<file path="config.mk">
export PLATFORM = sky130hd
export DESIGN_NAME = line_follow_steering_core
export DESIGN_NICKNAME = d
export VERILOG_FILES = /design/src/rtl/core/lfs_pkg.sv /design/src/rtl/core/line_follow_steering_core.sv /design/src/rtl/core/lfs_front.sv /design/src/rtl/core/lfs_queue.sv /design/src/rtl/core/lfs_back.sv
export SDC_FILE = /design/constraint.sdc
export NUM_CORES = 1
export LEC_CHECK = 0
export BUFFER_PORTS_ARGS = -buffer_cell sky130_fd_sc_hd__buf_2
export CAP_MARGIN = 20
export CORE_MARGIN = 1
export CORE_UTILIZATION = 28
export DETAILED_ROUTE_END_ITERATION = 12
export SLEW_MARGIN = 10
export SYNTH_ARGS = -nofsm -noshare
export SYNTH_HDL_FRONTEND = slang
export SYNTH_SLANG_ARGS = --single-unit
export TNS_END_PERCENT = 1
</file>
<file path="constraint.sdc">
create_clock -name clock -period 6.45 [get_ports clock]
set_input_delay 0.9675 -clock clock [delete_from_list [all_inputs] [get_ports clock]]
set_output_delay 0.9675 -clock clock [all_outputs]
set_load 0.01 [all_outputs]
</file>
<file path="src/rtl/core/lfs_pkg.sv">
`timescale 1ns / 1ps
// ----------------------------------------------------------------------------
// lfs_pkg
// Shared types and constants of the line follower steering core.
// ----------------------------------------------------------------------------
package lfs_pkg;

   // field widths
   localparam int LEVEL_W   = 12;
   localparam int SPEED_W   = 16;
   localparam int GAIN_W    = 8;
   localparam int PROD_W    = GAIN_W + LEVEL_W;
   localparam int CSR_IDX_W = 3;

   // request and response beat layout
   localparam int REQ_DATA_W = 40;
   localparam int RSP_DATA_W = 40;

   // decoupling queue
   localparam int Q_DEPTH = 4;
   localparam int Q_PTR_W = $clog2(Q_DEPTH);
   localparam int Q_CNT_W = $clog2(Q_DEPTH + 1);

   // register reset values
   localparam logic [GAIN_W-1:0]  GAIN_RST   = 8'd1;
   localparam logic [LEVEL_W-1:0] BLACK_RST  = 12'd4095;
   localparam logic [LEVEL_W-1:0] WHITE_RST  = 12'd200;
   localparam logic [SPEED_W-1:0] MIN_RST    = 16'd0;
   localparam logic [SPEED_W-1:0] OFF_RST    = 16'd0;
   localparam logic [SPEED_W-1:0] TICKS_RST  = 16'd10;

   typedef enum logic [1:0] {
      POS_OFF    = 2'd0,
      POS_LEFT   = 2'd1,
      POS_RIGHT  = 2'd2,
      POS_CENTER = 2'd3
   } pos_type;

   typedef enum logic {
      OP_SAMPLE = 1'b0,
      OP_TICK   = 1'b1
   } op_type;

   typedef enum logic [CSR_IDX_W-1:0] {
      CSR_GAIN        = 3'd0,
      CSR_BLACK       = 3'd1,
      CSR_WHITE       = 3'd2,
      CSR_INNER_DRIVE = 3'd3,
      CSR_SLOW_LIMIT  = 3'd4,
      CSR_REC_TICKS   = 3'd5
   } csr_idx_type;

   typedef struct packed {
      logic [GAIN_W-1:0]  gain;
      logic [LEVEL_W-1:0] black_level;
      logic [LEVEL_W-1:0] white_max;
      logic [SPEED_W-1:0] inner_drive;
      logic [SPEED_W-1:0] slow_limit;
      logic [SPEED_W-1:0] recovery_ticks;
   } cfg_type;

   // classified item handed from front to back
   typedef struct packed {
      op_type             op;
      pos_type            pos;
      logic               left_gt;
      logic [SPEED_W-1:0] speed;
      logic [SPEED_W-1:0] ld;
      logic [SPEED_W-1:0] rd;
   } qent_type;

   typedef struct packed {
      logic               empty;
      logic               full;
      logic [Q_CNT_W-1:0] count;
   } qstat_type;

endpackage

</file>
<file path="src/rtl/core/line_follow_steering_core.sv">
`timescale 1ns / 1ps
// ----------------------------------------------------------------------------
// line_follow_steering_core
// Two-sensor proportional line follower: wheel drives from sensor samples.
// ----------------------------------------------------------------------------
// Usage
//  req channel: one beat per navigation sample (tuser op = 0) or timer tick
//  (tuser op = 1). A sample gives one rsp beat, a tick gives none and only
//  advances the saturating recovery counter.
//  rsp channel: left and right drive, line position and the restart flag.
//  csr channel: register writes by index, always ready; write only while
//  the core is idle.
// Throughput
//  one beat per cycle while rsp is not stalled; a sample passes the product
//  stage, the queue and the result register on its way to rsp.
// Reset
//  registers return to their defaults, position state to centered with no
//  recovery turn and the recovery counter to zero; queue and outputs empty.
// Back-pressure
//  a stalled rsp holds the result register; four entries collect in the
//  queue and one in the product stage before req_tready drops. Ticks keep
//  draining from the queue head while the result waits.
// ----------------------------------------------------------------------------
module line_follow_steering_core #(
   parameter int SAMPLE_BITS = 12
) (
   input  logic                                  clock,
   input  logic                                  reset,
   input  logic                                  req_tvalid,
   output logic                                  req_tready,
   // left_level[11:0], right_level[23:12], speed[39:24]
   input  logic [lfs_pkg::REQ_DATA_W-1:0]        req_tdata,
   // op[0]
   input  logic                                  req_tuser,
   output logic                                  rsp_tvalid,
   input  logic                                  rsp_tready,
   // left_drive[15:0], right_drive[31:16], position[33:32],
   // restart_timer[34], zeros[39:35]
   output logic [lfs_pkg::RSP_DATA_W-1:0]        rsp_tdata,
   input  logic                                  csr_valid,
   output logic                                  csr_ready,
   input  logic [lfs_pkg::CSR_IDX_W-1:0]         csr_index,
   input  logic [lfs_pkg::SPEED_W-1:0]           csr_data
);

   lfs_pkg::cfg_type   cfg_ff;
   lfs_pkg::qstat_type q_stat;
   lfs_pkg::qent_type  q_wdata, q_head;
   logic               q_push, q_pop;

   // configuration registers
   assign csr_ready = 1'b1;

   always_ff @(posedge clock) begin
      if (reset) begin
         cfg_ff.gain           <= lfs_pkg::GAIN_RST;
         cfg_ff.black_level    <= lfs_pkg::BLACK_RST;
         cfg_ff.white_max      <= lfs_pkg::WHITE_RST;
         cfg_ff.inner_drive    <= lfs_pkg::MIN_RST;
         cfg_ff.slow_limit     <= lfs_pkg::OFF_RST;
         cfg_ff.recovery_ticks <= lfs_pkg::TICKS_RST;
      end else if (csr_valid && csr_ready) begin
         unique case (lfs_pkg::csr_idx_type'(csr_index))
            lfs_pkg::CSR_GAIN:        cfg_ff.gain <= csr_data[lfs_pkg::GAIN_W-1:0];
            lfs_pkg::CSR_BLACK:       cfg_ff.black_level <= csr_data[lfs_pkg::LEVEL_W-1:0];
            lfs_pkg::CSR_WHITE:       cfg_ff.white_max <= csr_data[lfs_pkg::LEVEL_W-1:0];
            lfs_pkg::CSR_INNER_DRIVE: cfg_ff.inner_drive <= csr_data;
            lfs_pkg::CSR_SLOW_LIMIT:  cfg_ff.slow_limit <= csr_data;
            lfs_pkg::CSR_REC_TICKS:   cfg_ff.recovery_ticks <= csr_data;
            default: begin
            end
         endcase
      end
   end

   // front: products and classification
   lfs_front #(
      .SAMPLE_BITS (SAMPLE_BITS)
   ) u_front (
      .clock      (clock),
      .reset      (reset),
      .cfg        (cfg_ff),
      .req_tvalid (req_tvalid),
      .req_tready (req_tready),
      .req_tdata  (req_tdata),
      .req_tuser  (req_tuser),
      .q_stat     (q_stat),
      .q_push     (q_push),
      .q_wdata    (q_wdata)
   );

   // decoupling queue
   lfs_queue u_queue (
      .clock (clock),
      .reset (reset),
      .push  (q_push),
      .wdata (q_wdata),
      .pop   (q_pop),
      .head  (q_head),
      .stat  (q_stat)
   );

   // back: steering state and result register
   lfs_back u_back (
      .clock      (clock),
      .reset      (reset),
      .cfg        (cfg_ff),
      .q_stat     (q_stat),
      .q_head     (q_head),
      .q_pop      (q_pop),
      .rsp_tvalid (rsp_tvalid),
      .rsp_tready (rsp_tready),
      .rsp_tdata  (rsp_tdata)
   );

   // queue never holds more than its depth
   a_q_count : assert property (@(posedge clock) disable iff (reset)
      q_stat.count <= lfs_pkg::Q_CNT_W'(lfs_pkg::Q_DEPTH))
      else $error("queue count above depth");

   // a stalled result is never overwritten by a sample
   a_no_overrun : assert property (@(posedge clock) disable iff (reset)
      (rsp_tvalid && !rsp_tready && !q_stat.empty && q_head.op == lfs_pkg::OP_SAMPLE)
      |-> !q_pop)
      else $error("result register overrun");

   // restart flag only when off the line
   a_restart_off : assert property (@(posedge clock) disable iff (reset)
      (rsp_tvalid && rsp_tdata[34]) |-> (rsp_tdata[33:32] == lfs_pkg::POS_OFF))
      else $error("restart flag with line in view");

   // queue never pushed while full
   a_no_push_full : assert property (@(posedge clock) disable iff (reset)
      q_stat.full |-> !q_push)
      else $error("push into full queue");

endmodule

</file>
<file path="src/rtl/core/lfs_front.sv">
`timescale 1ns / 1ps
// ----------------------------------------------------------------------------
// lfs_front
// Accepts request beats, forms the proportional corrections and classifies
// the sensors, then pushes one entry per beat into the decoupling queue.
// ----------------------------------------------------------------------------
module lfs_front #(
   parameter int SAMPLE_BITS = 12
) (
   input  logic                              clock,
   input  logic                              reset,
   input  lfs_pkg::cfg_type                  cfg,
   input  logic                              req_tvalid,
   output logic                              req_tready,
   // left_level[11:0], right_level[23:12], speed[39:24]
   input  logic [lfs_pkg::REQ_DATA_W-1:0]    req_tdata,
   // op[0]
   input  logic                              req_tuser,
   input  lfs_pkg::qstat_type                q_stat,
   output logic                              q_push,
   output lfs_pkg::qent_type                 q_wdata
);

   localparam int LW = lfs_pkg::LEVEL_W;
   localparam int SW = lfs_pkg::SPEED_W;
   localparam int PW = lfs_pkg::PROD_W;
   localparam logic [LW-1:0] LVL_MASK =
      (SAMPLE_BITS >= LW) ? {LW{1'b1}} : LW'((1 << SAMPLE_BITS) - 1);

   logic [LW-1:0] lvl_l, lvl_r, black, white;
   logic [LW:0]   diff_l, diff_r;
   logic [PW-1:0] prod_l_in, prod_r_in;
   logic [SW-1:0] speed_in;
   lfs_pkg::pos_type pos_in;
   logic          take;

   logic                  s1_vld_ff;
   lfs_pkg::op_type       s1_op_ff;
   logic [SW-1:0]         s1_speed_ff;
   logic [PW-1:0]         s1_prod_l_ff, s1_prod_r_ff;
   lfs_pkg::pos_type      s1_pos_ff;
   logic                  s1_lgt_ff;

   logic [SW-1:0] corr_l, corr_r;

   // levels and level registers taken in the low sample bits
   assign lvl_l    = req_tdata[LW-1:0] & LVL_MASK;
   assign lvl_r    = req_tdata[2*LW-1:LW] & LVL_MASK;
   assign speed_in = req_tdata[2*LW+SW-1:2*LW];
   assign black    = cfg.black_level & LVL_MASK;
   assign white    = cfg.white_max & LVL_MASK;

   // error against black level, negative error gives no correction
   assign diff_l    = {1'b0, black} - {1'b0, lvl_l};
   assign diff_r    = {1'b0, black} - {1'b0, lvl_r};
   assign prod_l_in = diff_l[LW] ? '0 : PW'(cfg.gain) * PW'(diff_l[LW-1:0]);
   assign prod_r_in = diff_r[LW] ? '0 : PW'(cfg.gain) * PW'(diff_r[LW-1:0]);

   // sensor classification
   always_comb begin
      if (lvl_l < white && lvl_r < white) begin
         pos_in = lfs_pkg::POS_OFF;
      end else if (lvl_l < white) begin
         pos_in = lfs_pkg::POS_LEFT;
      end else if (lvl_r < white) begin
         pos_in = lfs_pkg::POS_RIGHT;
      end else begin
         pos_in = lfs_pkg::POS_CENTER;
      end
   end

   // stage moves on whenever the queue has room
   assign q_push     = s1_vld_ff && !q_stat.full;
   assign req_tready = !s1_vld_ff || !q_stat.full;
   assign take       = req_tvalid && req_tready;

   always_ff @(posedge clock) begin
      if (reset) begin
         s1_vld_ff <= 1'b0;
      end else if (take) begin
         s1_vld_ff <= 1'b1;
      end else if (q_push) begin
         s1_vld_ff <= 1'b0;
      end
   end

   // product stage payload
   always_ff @(posedge clock) begin
      if (take) begin
         s1_op_ff     <= lfs_pkg::op_type'(req_tuser);
         s1_speed_ff  <= speed_in;
         s1_prod_l_ff <= prod_l_in;
         s1_prod_r_ff <= prod_r_in;
         s1_pos_ff    <= pos_in;
         s1_lgt_ff    <= lvl_l > lvl_r;
      end
   end

   // clamp corrections to speed and take them off the opposite wheel
   assign corr_l = (s1_prod_l_ff > PW'(s1_speed_ff)) ? s1_speed_ff : s1_prod_l_ff[SW-1:0];
   assign corr_r = (s1_prod_r_ff > PW'(s1_speed_ff)) ? s1_speed_ff : s1_prod_r_ff[SW-1:0];

   always_comb begin
      q_wdata.op      = s1_op_ff;
      q_wdata.pos     = s1_pos_ff;
      q_wdata.left_gt = s1_lgt_ff;
      q_wdata.speed   = s1_speed_ff;
      q_wdata.rd      = s1_speed_ff - corr_l;
      q_wdata.ld      = s1_speed_ff - corr_r;
   end

endmodule

</file>
<file path="src/rtl/core/lfs_queue.sv">
`timescale 1ns / 1ps
// ----------------------------------------------------------------------------
// lfs_queue
// Short register queue between the front and back halves of the core.
// ----------------------------------------------------------------------------
module lfs_queue (
   input  logic               clock,
   input  logic               reset,
   input  logic               push,
   input  lfs_pkg::qent_type  wdata,
   input  logic               pop,
   output lfs_pkg::qent_type  head,
   output lfs_pkg::qstat_type stat
);

   localparam int PTR_W = lfs_pkg::Q_PTR_W;
   localparam int CNT_W = lfs_pkg::Q_CNT_W;

   lfs_pkg::qent_type  mem_ff [lfs_pkg::Q_DEPTH];
   logic [PTR_W-1:0]   wr_ptr_ff, rd_ptr_ff;
   logic [CNT_W-1:0]   count_ff, count_in;

   // occupancy tracking
   always_comb begin
      count_in = count_ff;
      if (push && !pop) begin
         count_in = count_ff + CNT_W'(1);
      end else if (pop && !push) begin
         count_in = count_ff - CNT_W'(1);
      end
   end

   always_ff @(posedge clock) begin
      if (reset) begin
         wr_ptr_ff <= '0;
         rd_ptr_ff <= '0;
         count_ff  <= '0;
      end else begin
         if (push) begin
            wr_ptr_ff <= wr_ptr_ff + PTR_W'(1);
         end
         if (pop) begin
            rd_ptr_ff <= rd_ptr_ff + PTR_W'(1);
         end
         count_ff <= count_in;
      end
   end

   // entry storage
   always_ff @(posedge clock) begin
      if (push) begin
         mem_ff[wr_ptr_ff] <= wdata;
      end
   end

   assign head       = mem_ff[rd_ptr_ff];
   assign stat.count = count_ff;
   assign stat.empty = (count_ff == '0);
   assign stat.full  = (count_ff == CNT_W'(lfs_pkg::Q_DEPTH));

endmodule

</file>
<file path="src/rtl/core/lfs_back.sv">
`timescale 1ns / 1ps
// ----------------------------------------------------------------------------
// lfs_back
// Applies the steering state (last side, recovery turn, tick counter) to
// each queued entry and holds the result beat in an output register.
// ----------------------------------------------------------------------------
module lfs_back (
   input  logic                              clock,
   input  logic                              reset,
   input  lfs_pkg::cfg_type                  cfg,
   input  lfs_pkg::qstat_type                q_stat,
   input  lfs_pkg::qent_type                 q_head,
   output logic                              q_pop,
   output logic                              rsp_tvalid,
   input  logic                              rsp_tready,
   // left_drive[15:0], right_drive[31:16], position[33:32],
   // restart_timer[34], zeros[39:35]
   output logic [lfs_pkg::RSP_DATA_W-1:0]    rsp_tdata
);

   localparam int SW = lfs_pkg::SPEED_W;

   lfs_pkg::pos_type last_pos_ff, last_pos_in;
   lfs_pkg::pos_type rec_side_ff, rec_side_in;
   logic [SW-1:0]    rec_cnt_ff, rec_cnt_in;

   logic          rsp_vld_ff;
   logic [lfs_pkg::RSP_DATA_W-1:0] rsp_data_ff;

   logic [SW-1:0] ld, rd;
   logic          restart;
   logic          hold_rec;
   logic          out_free;

   // output register free when empty or being drained
   assign out_free = !rsp_vld_ff || rsp_tready;
   assign q_pop    = !q_stat.empty && (q_head.op == lfs_pkg::OP_TICK || out_free);
   assign hold_rec = rec_cnt_ff < cfg.recovery_ticks;

   // steering decision
   always_comb begin
      last_pos_in = last_pos_ff;
      rec_side_in = rec_side_ff;
      rec_cnt_in  = rec_cnt_ff;
      ld          = q_head.ld;
      rd          = q_head.rd;
      restart     = 1'b0;
      if (q_head.op == lfs_pkg::OP_TICK) begin
         if (rec_cnt_ff != '1) begin
            rec_cnt_in = rec_cnt_ff + SW'(1);
         end
      end else if (q_head.pos == lfs_pkg::POS_OFF) begin
         // lost the line: steer toward the side last seen; with no side seen, flag a restart
         rec_cnt_in = '0;
         if (last_pos_ff == lfs_pkg::POS_RIGHT) begin
            rec_side_in = lfs_pkg::POS_RIGHT;
            rd          = q_head.speed;
            ld          = cfg.inner_drive;
         end else if (last_pos_ff == lfs_pkg::POS_LEFT) begin
            rec_side_in = lfs_pkg::POS_LEFT;
            rd          = cfg.inner_drive;
            ld          = q_head.speed;
         end else begin
            restart = 1'b1;
            rd      = cfg.inner_drive;
            ld      = q_head.speed;
         end
      end else if (rec_side_ff == lfs_pkg::POS_LEFT && hold_rec) begin
         rd = q_head.speed;
         ld = cfg.inner_drive;
      end else if (rec_side_ff == lfs_pkg::POS_RIGHT && hold_rec) begin
         rd = cfg.inner_drive;
         ld = q_head.speed;
      end else begin
         // both wheels too slow: turn toward the stronger sensor
         if (cfg.slow_limit > q_head.rd && cfg.slow_limit > q_head.ld) begin
            if (q_head.left_gt) begin
               rd = q_head.speed;
               ld = cfg.inner_drive;
            end else begin
               rd = cfg.inner_drive;
               ld = q_head.speed;
            end
         end
         last_pos_in = q_head.pos;
         rec_side_in = lfs_pkg::POS_CENTER;
      end
   end

   // steering state
   always_ff @(posedge clock) begin
      if (reset) begin
         last_pos_ff <= lfs_pkg::POS_CENTER;
         rec_side_ff <= lfs_pkg::POS_CENTER;
         rec_cnt_ff  <= '0;
      end else if (q_pop) begin
         last_pos_ff <= last_pos_in;
         rec_side_ff <= rec_side_in;
         rec_cnt_ff  <= rec_cnt_in;
      end
   end

   // result beat register
   always_ff @(posedge clock) begin
      if (reset) begin
         rsp_vld_ff <= 1'b0;
      end else if (q_pop && q_head.op == lfs_pkg::OP_SAMPLE) begin
         rsp_vld_ff <= 1'b1;
      end else if (rsp_tready) begin
         rsp_vld_ff <= 1'b0;
      end
   end

   always_ff @(posedge clock) begin
      if (q_pop && q_head.op == lfs_pkg::OP_SAMPLE) begin
         rsp_data_ff <= {5'b0, restart, q_head.pos, rd, ld};
      end
   end

   assign rsp_tvalid = rsp_vld_ff;
   assign rsp_tdata  = rsp_data_ff;

endmodule
</file>
==> out/metrics.csv, run 1 <==
stage,metric,value,unit
synth,yosys.area.top_type,edfxtp_1,
power,p_int,6200,uW
drt,route.detailed.drc,0,
floorplan,rows,115,
placement,dp_hpwl,57800,um
floorplan,core_area,98900,um2
global_routing,overflow,0,
timing,tightest_slew,1120,ps
drt,dr.max_layer_used,met4,
synth,synth-seq-cells,414,
synth,synthXorXnorAreaFrac,0.0237,
drt,wl_met3,3600,um
global_routing,grt_pass1_wl,116000,um
power,netSwitchingFraction,0.350,
clocking,numCtsBuffers,46,
placement,place_congestion,0.872,
power,power_frac_comb,0.354,
drt,route.vias.total,20500,
synth,synthCells,2683,
synth,synth_compound_area_frac,0.121,
global_routing,grt_pass1_vias,20000,
finish,syn_to_final_growth,16.9,%
worst_setup_path,cpMaxStageDelayCell,fa_1,
power,powerDensity,290,nW/um2
synth,synth_warnings,0,
clocking,cts_buffer_depth,3,
drt,met1_length,34800,um
synth,synth-main-ff-cell,edfxtp_1,
global_routing,grt_use_total,0.146,
floorplan,start_util,0.284,
placement,post-place-cells,4129,
global_routing,antenna_found_initial,18,
finish,diodes,0,
clocking,clk_latency,590,ps
worst_setup_path,cpPeakStageDelay,510,ps
synth,ys_top_cells_by_area,"edfxtp_1, ha_1, fa_1",
worst_setup_path,crit_path_end_kind,register,
finish,num-fill-cells,9883,
timing,maxSlewHeadroom,0.253,
power,ir_drop,0.221,mV
finish,final_util,0.332,
job,drv_cap,0,
synth,synthDominantCellAreaShare,0.324,
clocking,cts_root_buf,clkbuf_16,
worst_setup_path,critical_path_class,input pin to register,
power,power_frac_clock,0.274,
floorplan,ioPinCount,108,
floorplan,die_area,102000,um2
min_path,hp-start,cfg_ff[0],
min_path,hp-class,register to register,
drt,drt_iter0_drc,1228,
timing,drv_slew,0,
worst_setup_path,r2r_start,cfg_ff[60],
worst_setup_path,path_max_fanout,4,
synth,synth_edf_count,303,
synth,synthSimpleGateAreaFrac,0.137,
worst_setup_path,crit_buf_inv,5,
power,power,9540,uW
drt,dr_wl_met2,34900,um
worst_setup_path,r2r_slack,380,ps
worst_setup_path,arrival,6570,ps
global_routing,grt_max_degree,61,
finish,final_nets,3337,
floorplan,dieHeight,319,um
worst_setup_path,critPathMostFrequentCell,fa_1,
timing,hold_violations,0,
synth,synthAdderAreaFrac,0.203,
timing,setup_viol,0,
synth,synthArstFlopShare,0,
placement,numPortBuffers,101,
worst_setup_path,rr_endpoint,u_front.s1_prod_r_ff[19],
worst_setup_path,critical-path-top-delay-family,adder cells,
floorplan,die_width,319,um
drt,wl,75200,um
power,p_switching,3330,uW
timing,fmax,160,MHz
timing,clock_skew,14.6,ps
synth,synth_top_family_by_area,adder cells,
synth,postSynthAreaPerCell,10.5,um2
synth,synthMuxAreaShare,0.0582,
worst_setup_path,worstPathRequired,6760,ps
outcome,status,completed,
drt,dr.pass1.iters,5,
min_path,hold_depth,2,
power,p_leak,0.0136,uW
timing,post-route-period-util,0.971,
timing,hold_ws,449,ps
timing,tns,0,ps
clocking,cts_tree,done,
timing,rsz0062_at_grt,yes,
worst_setup_path,reg2reg_depth,26,
synth,synth_cell_types,77,
synth,ys_seq_area_frac,0.403,
synth,netlist_area,28100,um2
power,seq_power_share,0.372,
timing,fin_crit,6260,ps
worst_setup_path,start_kind,input pin,
clocking,cts.clk_slew.worst_paths,60,ps
clocking,cts_sinks,414,
clocking,htreeDepth,2,
finish,finalNonFillerCells,4213,
drt,viasPerCell,4.87,
finish,drive_gt1_frac,0.160,
drt,antenna_left,0,
min_path,worstHoldEndpoint,cfg_ff[0],
drt,route.detailed.wl_per_inst,17.8,um
==> cell type report <==
class,count,area (um2),area share
multi-input cells,1879,15600,0.476
well taps,1287,1610,0.0490
repair buffers,255,1680,0.0510
clock buffers,57,1230,0.0374
inverters,296,1110,0.0338
clock inverters,25,269,0.00819
flip-flops and latches,414,11300,0.345
==> routing by layer <==
layer	GRT usage	vias to the layer above
met5	0	-
met4	0.0385	0
met3	0.0197	126
met2	0.238	497
met1	0.202	10100
li1	-	9852
==> cell families after synthesis <==
logic type      after synthesis
compound gates              518
fa+ha+maj                   380
flops                       414
mux                         100
other cells                   2
buf+inv                     394
simple gates                799
xor+xnor                     76
==> tightest hold or removal path: cells and delay by family (launching register included) <==
kind / cells / cell delay, ps
compound gates: 1 / 50
flops: 1 / 310
simple gates: 1 / 50
==> cells in the mapped netlist, types with 20 or more instances <==
cell type and count:
nand2_1 305, nor2_1 144, mux4_2 50, and2_1 117, nor3_1 41, nand3_1 35, mux2i_1 43, o22ai_1 38
edfxtp_1 303, ha_1 255, a21oi_1 170, xnor2_1 54, nor2b_1 45, a211o_1 24, fa_1 125, a21o_1 35
xor2_1 22, clkbuf_1 76, a31oi_1 20, dfxtp_1 111, inv_1 296, o21ai_0 87, nand2b_1 34
==> through the flow <==
| stage | worst slack, ps | instance area (um2) |
|---|---|---|
| after CTS | 133 | 32700 |
| after detailed placement | -461 | 31200 |
| after global placement | -402 | 31200 |
| after floorplan | -6.51 | 28300 |
| final | 186 | 32800 |
| after global routing | -42.5 | 32800 |
==> sequential cells by signal, summed over array words and instances (netlist names), 2 cells and up, named ones only <==
name and count:
cfg_ff 80, u_back.last_pos_ff 2, u_back.rec_cnt_ff 16, u_back.rec_side_ff 2, u_back.rsp_tdata 35, u_front.s1_pos_ff 2
u_front.s1_prod_l_ff 20, u_front.s1_prod_r_ff 20, u_front.s1_speed_ff 16, u_queue.count_ff 3, u_queue.mem_ff 208, u_queue.rd_ptr_ff 2
u_queue.wr_ptr_ff 2
==> worst max path at each step <==
stage                   from                        to  slack [ps]  cells after the start
6_report        req_tdata[1]  u_front.s1_prod_l_ff[19]         190                     26
5_1_grt         req_tdata[1]  u_front.s1_prod_l_ff[19]         -40                     26
4_1_cts           cfg_ff[60]  u_front.s1_prod_l_ff[19]         130                     27
3_5_place_dp    req_tdata[0]  u_front.s1_prod_l_ff[19]        -460                     27
3_3_place_gp    req_tdata[0]  u_front.s1_prod_l_ff[19]        -400                     27
2_1_floorplan  req_tdata[12]  u_front.s1_prod_r_ff[19]          -7                     25
==> placed cells by master, fill, tap and decap left out, drive strengths merged, types with 20 or more instances in the layout <==
| cell type | instances |
|---|---|
| nand2 | 305 |
| edfxtp | 303 |
| inv | 299 |
| ha | 255 |
| buf | 255 |
| a21oi | 170 |
| nor2 | 147 |
| fa | 125 |
| and2 | 117 |
| dfxtp | 111 |
| o21ai | 90 |
| clkbuf | 57 |
| xnor2 | 54 |
| mux4 | 50 |
| nor2b | 45 |
| mux2i | 43 |
| nor3 | 42 |
| o22ai | 38 |
| nand3 | 37 |
| a21o | 35 |
| nand2b | 34 |
| a211o | 24 |
| xor2 | 22 |
| a31oi | 20 |
==> repair_timing <==
item	4_1_cts	5_1_grt
hold buffers	0	0
gates resized for setup	0	21
buffers inserted	0	1
setup endpoints to repair	0	11
==> power groups by stage <==
stage / Combinational (uW) / Clock (uW) / Sequential [uW]
floorplan: 2240 / 0 / 3540
global placement: 3280 / 0 / 3610
detailed placement: 3340 / 0 / 3610
CTS: 3350 / 2670 / 3560
global route: 3710 / 2770 / 3590
finish: 3380 / 2610 / 3550
Note: power is estimated with default switching activity, not from simulation.
==> inputs of run 2 (changes only) <==
--- a/config.mk
+++ b/config.mk
@@ -7,11 +7,16 @@
 export LEC_CHECK = 0
 export BUFFER_PORTS_ARGS = -buffer_cell sky130_fd_sc_hd__buf_2
 export CAP_MARGIN = 20
+export CELL_PAD_IN_SITES_DETAIL_PLACEMENT = 0
+export CELL_PAD_IN_SITES_GLOBAL_PLACEMENT = 1
 export CORE_MARGIN = 1
 export CORE_UTILIZATION = 28
 export DETAILED_ROUTE_END_ITERATION = 12
+export PLACE_DENSITY_LB_ADDON = 0.1
+export RECOVER_POWER = 25
 export SLEW_MARGIN = 10
 export SYNTH_ARGS = -nofsm -noshare
 export SYNTH_HDL_FRONTEND = slang
+export SYNTH_HIERARCHICAL = 1
 export SYNTH_SLANG_ARGS = --single-unit
 export TNS_END_PERCENT = 1
==> out/metrics.csv, run 2 <==
stage,metric,value,unit,change
outcome,status,finished with violations,,was completed
outcome,violations,"capacitance limit, slew limit",,
worst_setup_path,crit_path_end_kind,register,,unchanged
synth,postSynthAreaPerCell,10.9,um2,was 10.5 um2
clocking,postCtsHoldBufs,0,,unchanged
placement,post-place-cells,4219,,was 4129
clocking,numCtsBuffers,51,,was 46
worst_setup_path,r2r_start,cfg_ff[60],,unchanged
clocking,clk_latency,630,ps,was 590 ps
timing,hold_violations,0,,unchanged
drt,route.detailed.wl_per_inst,20.5,um,was 17.8 um
synth,netlist_area,29000,um2,was 28100 um2
timing,drv_slew,184,,was 0
synth,synthDominantCellAreaShare,0.314,,was 0.324
drt,dr_wl_met2,41800,um,was 34900 um
synth,ys_top_cells_by_area,"edfxtp_1, ha_1, fa_1",,unchanged
power,p_switching,3650,uW,was 3330 uW
job,drv_cap,3,,was 0
drt,antenna_left,0,,unchanged
drt,route.detailed.drc,0,,unchanged
timing,tightest_slew,3440,ps,was 1120 ps
clocking,cts_buffer_depth,3,,unchanged
global_routing,grt_max_degree,66,,was 61
timing,fin_crit,6160,ps,was 6260 ps
finish,drive_gt1_frac,0.167,,was 0.160
timing,rsz0062_at_grt,yes,,unchanged
floorplan,dieHeight,324,um,was 319 um
power,seq_power_share,0.344,,was 0.372
synth,post-synth-top-count-cell,edfxtp_1,,was nand2_1
synth,synth_common_cells,"edfxtp_1, inv_1, ha_1",,"was nand2_1, edfxtp_1, inv_1"
floorplan,start_util,0.284,,about the same
clocking,htreeDepth,2,,unchanged
power,power_frac_clock,0.300,,was 0.274
synth,synthArstFlopShare,0,,unchanged
finish,top_register,u_queue/mem_ff,,was u_queue.mem_ff
power,p_leak,0.0147,uW,was 0.0136 uW
synth,synthCells,2653,,was 2683
power,netSwitchingFraction,0.352,,was 0.350
clocking,cts_tree,done,,unchanged
power,power,10400,uW,was 9540 uW
power,ir_drop,0.194,mV,was 0.221 mV
finish,final_common_cell,edfxtp_1,,was nand2_1
finish,final_nets,3353,,was 3337
timing,fmax,162,MHz,was 160 MHz
drt,met1_length,41100,um,was 34800 um
power,powerDensity,303,nW/um2,was 290 nW/um2
synth,synth_cell_types,91,,was 77
finish,largest_reg_flops,208,,unchanged
global_routing,antenna_found_initial,2,,was 18
timing,setup_viol,0,,unchanged
placement,place_congestion,0.825,,was 0.872
synth,synth_warnings,6,,was 0
timing,tns,0,ps,unchanged
finish,num-fill-cells,10400,,was 9883
worst_setup_path,cpPeakStageDelay,530,ps,was 510 ps
timing,maxSlewHeadroom,-1.30,,was 0.253
global_routing,overflow,0,,unchanged
floorplan,die_area,105000,um2,was 102000 um2
drt,drt_iter0_drc,1266,,was 1228
global_routing,grt_pass1_vias,21100,,was 20000
floorplan,core_area,102000,um2,was 98900 um2
drt,viasPerCell,4.81,,was 4.87
timing,clock_skew,25.1,ps,was 14.6 ps
finish,final_util,0.334,,was 0.332
finish,syn_to_final_growth,17.7,%,was 16.9%
placement,numPortBuffers,101,,unchanged
floorplan,die_width,324,um,was 319 um
min_path,hp-start,cfg_ff[7],,was cfg_ff[0]
worst_setup_path,path_max_fanout,3,,was 4
synth,ys_seq_area_frac,0.391,,was 0.403
drt,dr.pass1.iters,5,,unchanged
synth,synth-main-ff-cell,edfxtp_1,,unchanged
worst_setup_path,worstPathRequired,6840,ps,was 6760 ps
min_path,hp-class,register to register,,unchanged
clocking,cts.clk_slew.worst_paths,60,ps,about the same
worst_setup_path,critical_path_class,input pin to register,,unchanged
drt,wl_met3,3520,um,was 3600 um
drt,wl,88500,um,was 75200 um
worst_setup_path,start_kind,input pin,,unchanged
placement,dp_hpwl,68300,um,was 57800 um
floorplan,ioPinCount,108,,unchanged
drt,route.vias.total,20800,,was 20500
global_routing,grt_pass1_wl,132000,um,was 116000 um
worst_setup_path,cpMaxStageDelayCell,fa_1,,unchanged
drt,dr.max_layer_used,met4,,unchanged
synth,yosys.area.top_type,edfxtp_1,,unchanged
floorplan,rows,117,,was 115
worst_setup_path,cp-startpoint,req_tdata[0],,was req_tdata[1]
worst_setup_path,arrival,6550,ps,was 6570 ps
timing,hold_ws,477,ps,was 449 ps
clocking,cts_sinks,414,,unchanged
worst_setup_path,critPathMostFrequentCell,fa_1,,unchanged
power,power_frac_comb,0.355,,was 0.354
synth,synth_edf_count,303,,unchanged
power,p_int,6710,uW,was 6200 uW
clocking,cts_root_buf,clkbuf_16,,unchanged
finish,final_cell_mix,"edfxtp_1, inv_1, ha_1, buf_4, nor2_1",,"was nand2_1, edfxtp_1, inv_1, ha_1, a21oi_1"
finish,finalNonFillerCells,4323,,was 4213
timing,post-route-period-util,0.955,,was 0.971
global_routing,grt_use_total,0.168,,was 0.146
synth,synth-seq-cells,414,,unchanged
[run 2: cell types whose count changed in the layout (fill, tap and decap cells not counted), sizes merged, moves of 20 or more]
| cell | change |
|---|---|
| a21oi | -47 |
| a2bb2oi | +20 |
| buf | +39 |
| mux2i | +82 |
| nand2 | -175 |
| nand2b | +70 |
| nand3 | -20 |
| nor2 | +39 |
| nor2b | +21 |
| o21ai | -28 |
| o22ai | -34 |
| o31ai | +21 |
[run 2: area by class of cell]
class                   count  area [um2]  share of cell area
flip-flops and latches    414       11300               0.332
clock buffers              60        1350              0.0396
inverters                 290        1090              0.0319
repair buffers            304        2050              0.0600
clock inverters            36         462              0.0135
well taps                1368        1710              0.0502
multi-input cells        1849       16100               0.473
diodes                      2        5.00            0.000147
[run 2: worst max-delay path: cells and delay by family]
family | cells | cell delay, ps
adders and majority gates | 7 | 2850
AOI/OAI and AO/OA | 6 | 1110
and+or+nand+nor | 4 | 730
buffers and inverters | 7 | 700
xor gates and xnor gates | 1 | 180
[run 2: power groups by stage]
stage	Combinational (uW)	Clock, uW	Sequential, uW
floorplan	2390	0	3540
CTS	3690	3210	3580
finish	3680	3110	3560
detailed placement	3680	0	3630
global route	4040	3300	3610
global placement	3640	0	3620
[run 2: cell families (layout without fill, tap and decap cells)]
family / Yosys count / after routing / synth area share
other cells: 2 / 8 / 0.000259
fa+ha+maj: 378 / 378 / 0.196
compound gates: 428 / 428 / 0.102
mux: 189 / 189 / 0.0885
simple gates: 768 / 768 / 0.140
buf+inv: 394 / 690 / 0.0588
flops: 414 / 414 / 0.391
xor+xnor: 80 / 80 / 0.0242
[run 2: worst paths after layout]
check / depth (start not counted) / slack (ps) / to
min reg2reg: 2 / 480 / cfg_ff[7]
min: 2 / 480 / cfg_ff[7]
max reg2reg: 25 / 330 / u_front/s1_prod_l_ff[17]
max: 25 / 290 / u_front/s1_prod_l_ff[17]
[run 2: metal layers]
metal  GRT usage  vias to the layer above
li1            -                     9922
met4      0.0448                        0
met2       0.277                      378
met1       0.230                    10400
met3      0.0238                       97
met5           0                        -
[run 2: repair_timing]
action | in CTS | in global routing
endpoints found under the hold margin | 0 | 0
setup buffers | 0 | 4
gates resized for setup | 2 | 19
pin swaps | 0 | 6
endpoints found under the setup margin | 2 | 16
[run 2: per-stage QoR]
step	instance area (um2)	setup WS [ps]
2_1_floorplan	29000	-27.9
3_3_place_gp	32200	-668
3_5_place_dp	32200	-651
4_1_cts	34000	5.12
5_1_grt	34100	-11.6
6_report	34100	289
==> inputs of run 3 (changes only) <==
--- a/config.mk
+++ b/config.mk
@@ -12,6 +12,7 @@
 export CORE_MARGIN = 1
 export CORE_UTILIZATION = 28
 export DETAILED_ROUTE_END_ITERATION = 12
+export MAX_ROUTING_LAYER = met4
 export PLACE_DENSITY_LB_ADDON = 0.1
 export RECOVER_POWER = 25
 export SLEW_MARGIN = 10
==> out/metrics.csv, run 3 (same netlist as run 2, synthesis figures left out) <==
stage,metric,value,unit,change
drt,route.detailed.wl_per_inst,20.4,um,was 20.5 um
timing,fmax,160,MHz,was 162 MHz
worst_setup_path,path_max_fanout,4,,was 3
power,ir_drop,0.188,mV,was 0.194 mV
timing,maxSlewHeadroom,-1.26,,was -1.30
global_routing,grt_max_degree,81,,was 66
finish,final_common_cell,edfxtp_1,,unchanged
job,drv_cap,3,,unchanged
clocking,postCtsHoldBufs,0,,unchanged
finish,final_cell_mix,"edfxtp_1, inv_1, ha_1, buf_4, nor2_1",,unchanged
timing,tns,0,ps,unchanged
drt,route.vias.total,20700,,was 20800
worst_setup_path,start_kind,input pin,,unchanged
timing,worst_slack,201,ps,was 289 ps
timing,tightest_slew,3390,ps,was 3440 ps
finish,final_nets,3348,,was 3353
global_routing,grt_pass1_wl,133000,um,was 132000 um
clocking,cts_buffer_depth,3,,unchanged
floorplan,ioPinCount,108,,unchanged
clocking,cts.clk_slew.worst_paths,50,ps,was 60 ps
clocking,htreeDepth,2,,unchanged
drt,viasPerCell,4.80,,was 4.81
finish,drive_gt1_frac,0.164,,was 0.167
drt,dr.pass1.iters,6,,was 5
drt,antenna_left,0,,unchanged
power,powerDensity,300,nW/um2,was 303 nW/um2
power,p_leak,0.0146,uW,was 0.0147 uW
global_routing,grt_use_total,0.174,,was 0.168
finish,syn_to_final_growth,17.2,%,was 17.7%
floorplan,die_width,324,um,unchanged
worst_setup_path,critical_path_class,input pin to register,,unchanged
outcome,status,finished with violations,,unchanged
clocking,cts_root_buf,clkbuf_16,,unchanged
placement,numPortBuffers,101,,unchanged
worst_setup_path,crit_path_end_kind,register,,unchanged
global_routing,antenna_found_initial,2,,unchanged
clocking,cts_tree,done,,unchanged
finish,multi_input_area,16100,um2,about the same
timing,setup_viol,0,,unchanged
global_routing,overflow,0,,unchanged
floorplan,die_area,105000,um2,unchanged
floorplan,dieHeight,324,um,unchanged
finish,ff_latch_area,11300,um2,about the same
finish,largest_reg_flops,208,,unchanged
floorplan,start_util,0.284,,unchanged
floorplan,rows,117,,unchanged
placement,dp_hpwl,68500,um,was 68300 um
timing,post-route-period-util,0.969,,was 0.955
drt,wl,88000,um,was 88500 um
clocking,numCtsBuffers,52,,was 51
min_path,hp-class,register to register,,unchanged
placement,place_congestion,0.836,,was 0.825
timing,hold_violations,0,,unchanged
floorplan,core_area,102000,um2,unchanged
outcome,violations,"capacitance limit, slew limit",,unchanged
timing,drv_slew,184,,unchanged
timing,rsz0062_at_grt,yes,,unchanged
placement,place_ws,-698,ps,was -651 ps
worst_setup_path,arrival,6620,ps,was 6550 ps
drt,drt_iter0_drc,1351,,was 1266
worst_setup_path,worstPathRequired,6820,ps,was 6840 ps
finish,top_register,u_queue/mem_ff,,unchanged
clocking,cts_sinks,414,,unchanged
timing,clock_skew,18.3,ps,was 25.1 ps
global_routing,grt_pass1_vias,21400,,was 21100
drt,route.detailed.drc,0,,unchanged
clocking,clk_latency,630,ps,about the same
timing,fin_crit,6250,ps,was 6160 ps
finish,num-fill-cells,10400,,about the same
-- run 3: changes by cell type in the layout (fill, tap and decap cells not counted), moves of 2 or more --
cell / change
clkbuf_8: -2
buf_4: -4
bufinv_16: -3
inv_6: -2
clkinv_1: -6
clkbuf_1: +11
-- run 3: area by class of cell --
| class | count | share of cell area |
|---|---|---|
| flip-flops and latches | 414 | 0.334 |
| multi-input cells | 1849 | 0.474 |
| diodes | 1 | 0.0000737 |
| repair buffers | 298 | 0.0589 |
| clock inverters | 25 | 0.00954 |
| well taps | 1368 | 0.0504 |
| clock buffers | 71 | 0.0410 |
| inverters | 290 | 0.0321 |
-- run 3: timing repair --
action	4_1_cts	5_1_grt
setup endpoints to repair	6	15
pin swaps	1	6
buffers inserted	1	1
gates resized for setup	4	16
-- run 3: per-layer routing --
metal | share of wire | track usage | vias up
li1 | - | - | 9911
met1 | 0.47 | 0.230 | 10300
met2 | 0.46 | 0.275 | 345
met3 | 0.036 | 0.0231 | 126
met4 | 0.032 | 0.0565 | 0
met5 | 0 | - | -
-- run 3: final timing paths --
path	slack, ps	start	cells after the start	end
worst max-delay path	200	req_tdata[1]	25	u_front/s1_prod_l_ff[17]
worst min-delay path	470	cfg_ff[6]	2	cfg_ff[6]
worst min register to register	470	cfg_ff[6]	2	cfg_ff[6]
worst max register to register	280	cfg_ff[60]	25	u_front/s1_prod_l_ff[17]
-- run 3: report_power, final --
part           internal [uW]  switching (uW)  leakage, uW
clock network           1760            1190     0.000831
logic                   1490            2180       0.0100
registers               3340             222      0.00371
total                   6590            3590       0.0146
-- run 3: stage by stage --
step	area, um2	hold WS, ps	cells	total power, uW	util
detailed placement	32200	466	4216	7310	0.315
global placement	32200	463	4216	7260	0.315
global route	34000	479	4315	10800	0.332
floorplan	29000	449	2657	5930	-
CTS	33900	453	4313	10300	0.332
finish	34000	473	4316	10200	0.332
-- run 3: critical path: stages --
cell      delay, ps
buf_2           120
inv_1            50
ha_1            270
nor2b_1         120
o21ai_0         230
a21boi_1        120
o21ai_0         260
buf_4           170
a21oi_1          80
xor2_2          250
nand2_1         130
fa_1            580
inv_1            60
fa_1            440
fa_1            520
inv_1            50
fa_1            480
inv_1            40
ha_1            290
a21o_1          200
buf_4           150
o41ai_4         370
a311oi_2        150
or3_1           330
and3b_1         180
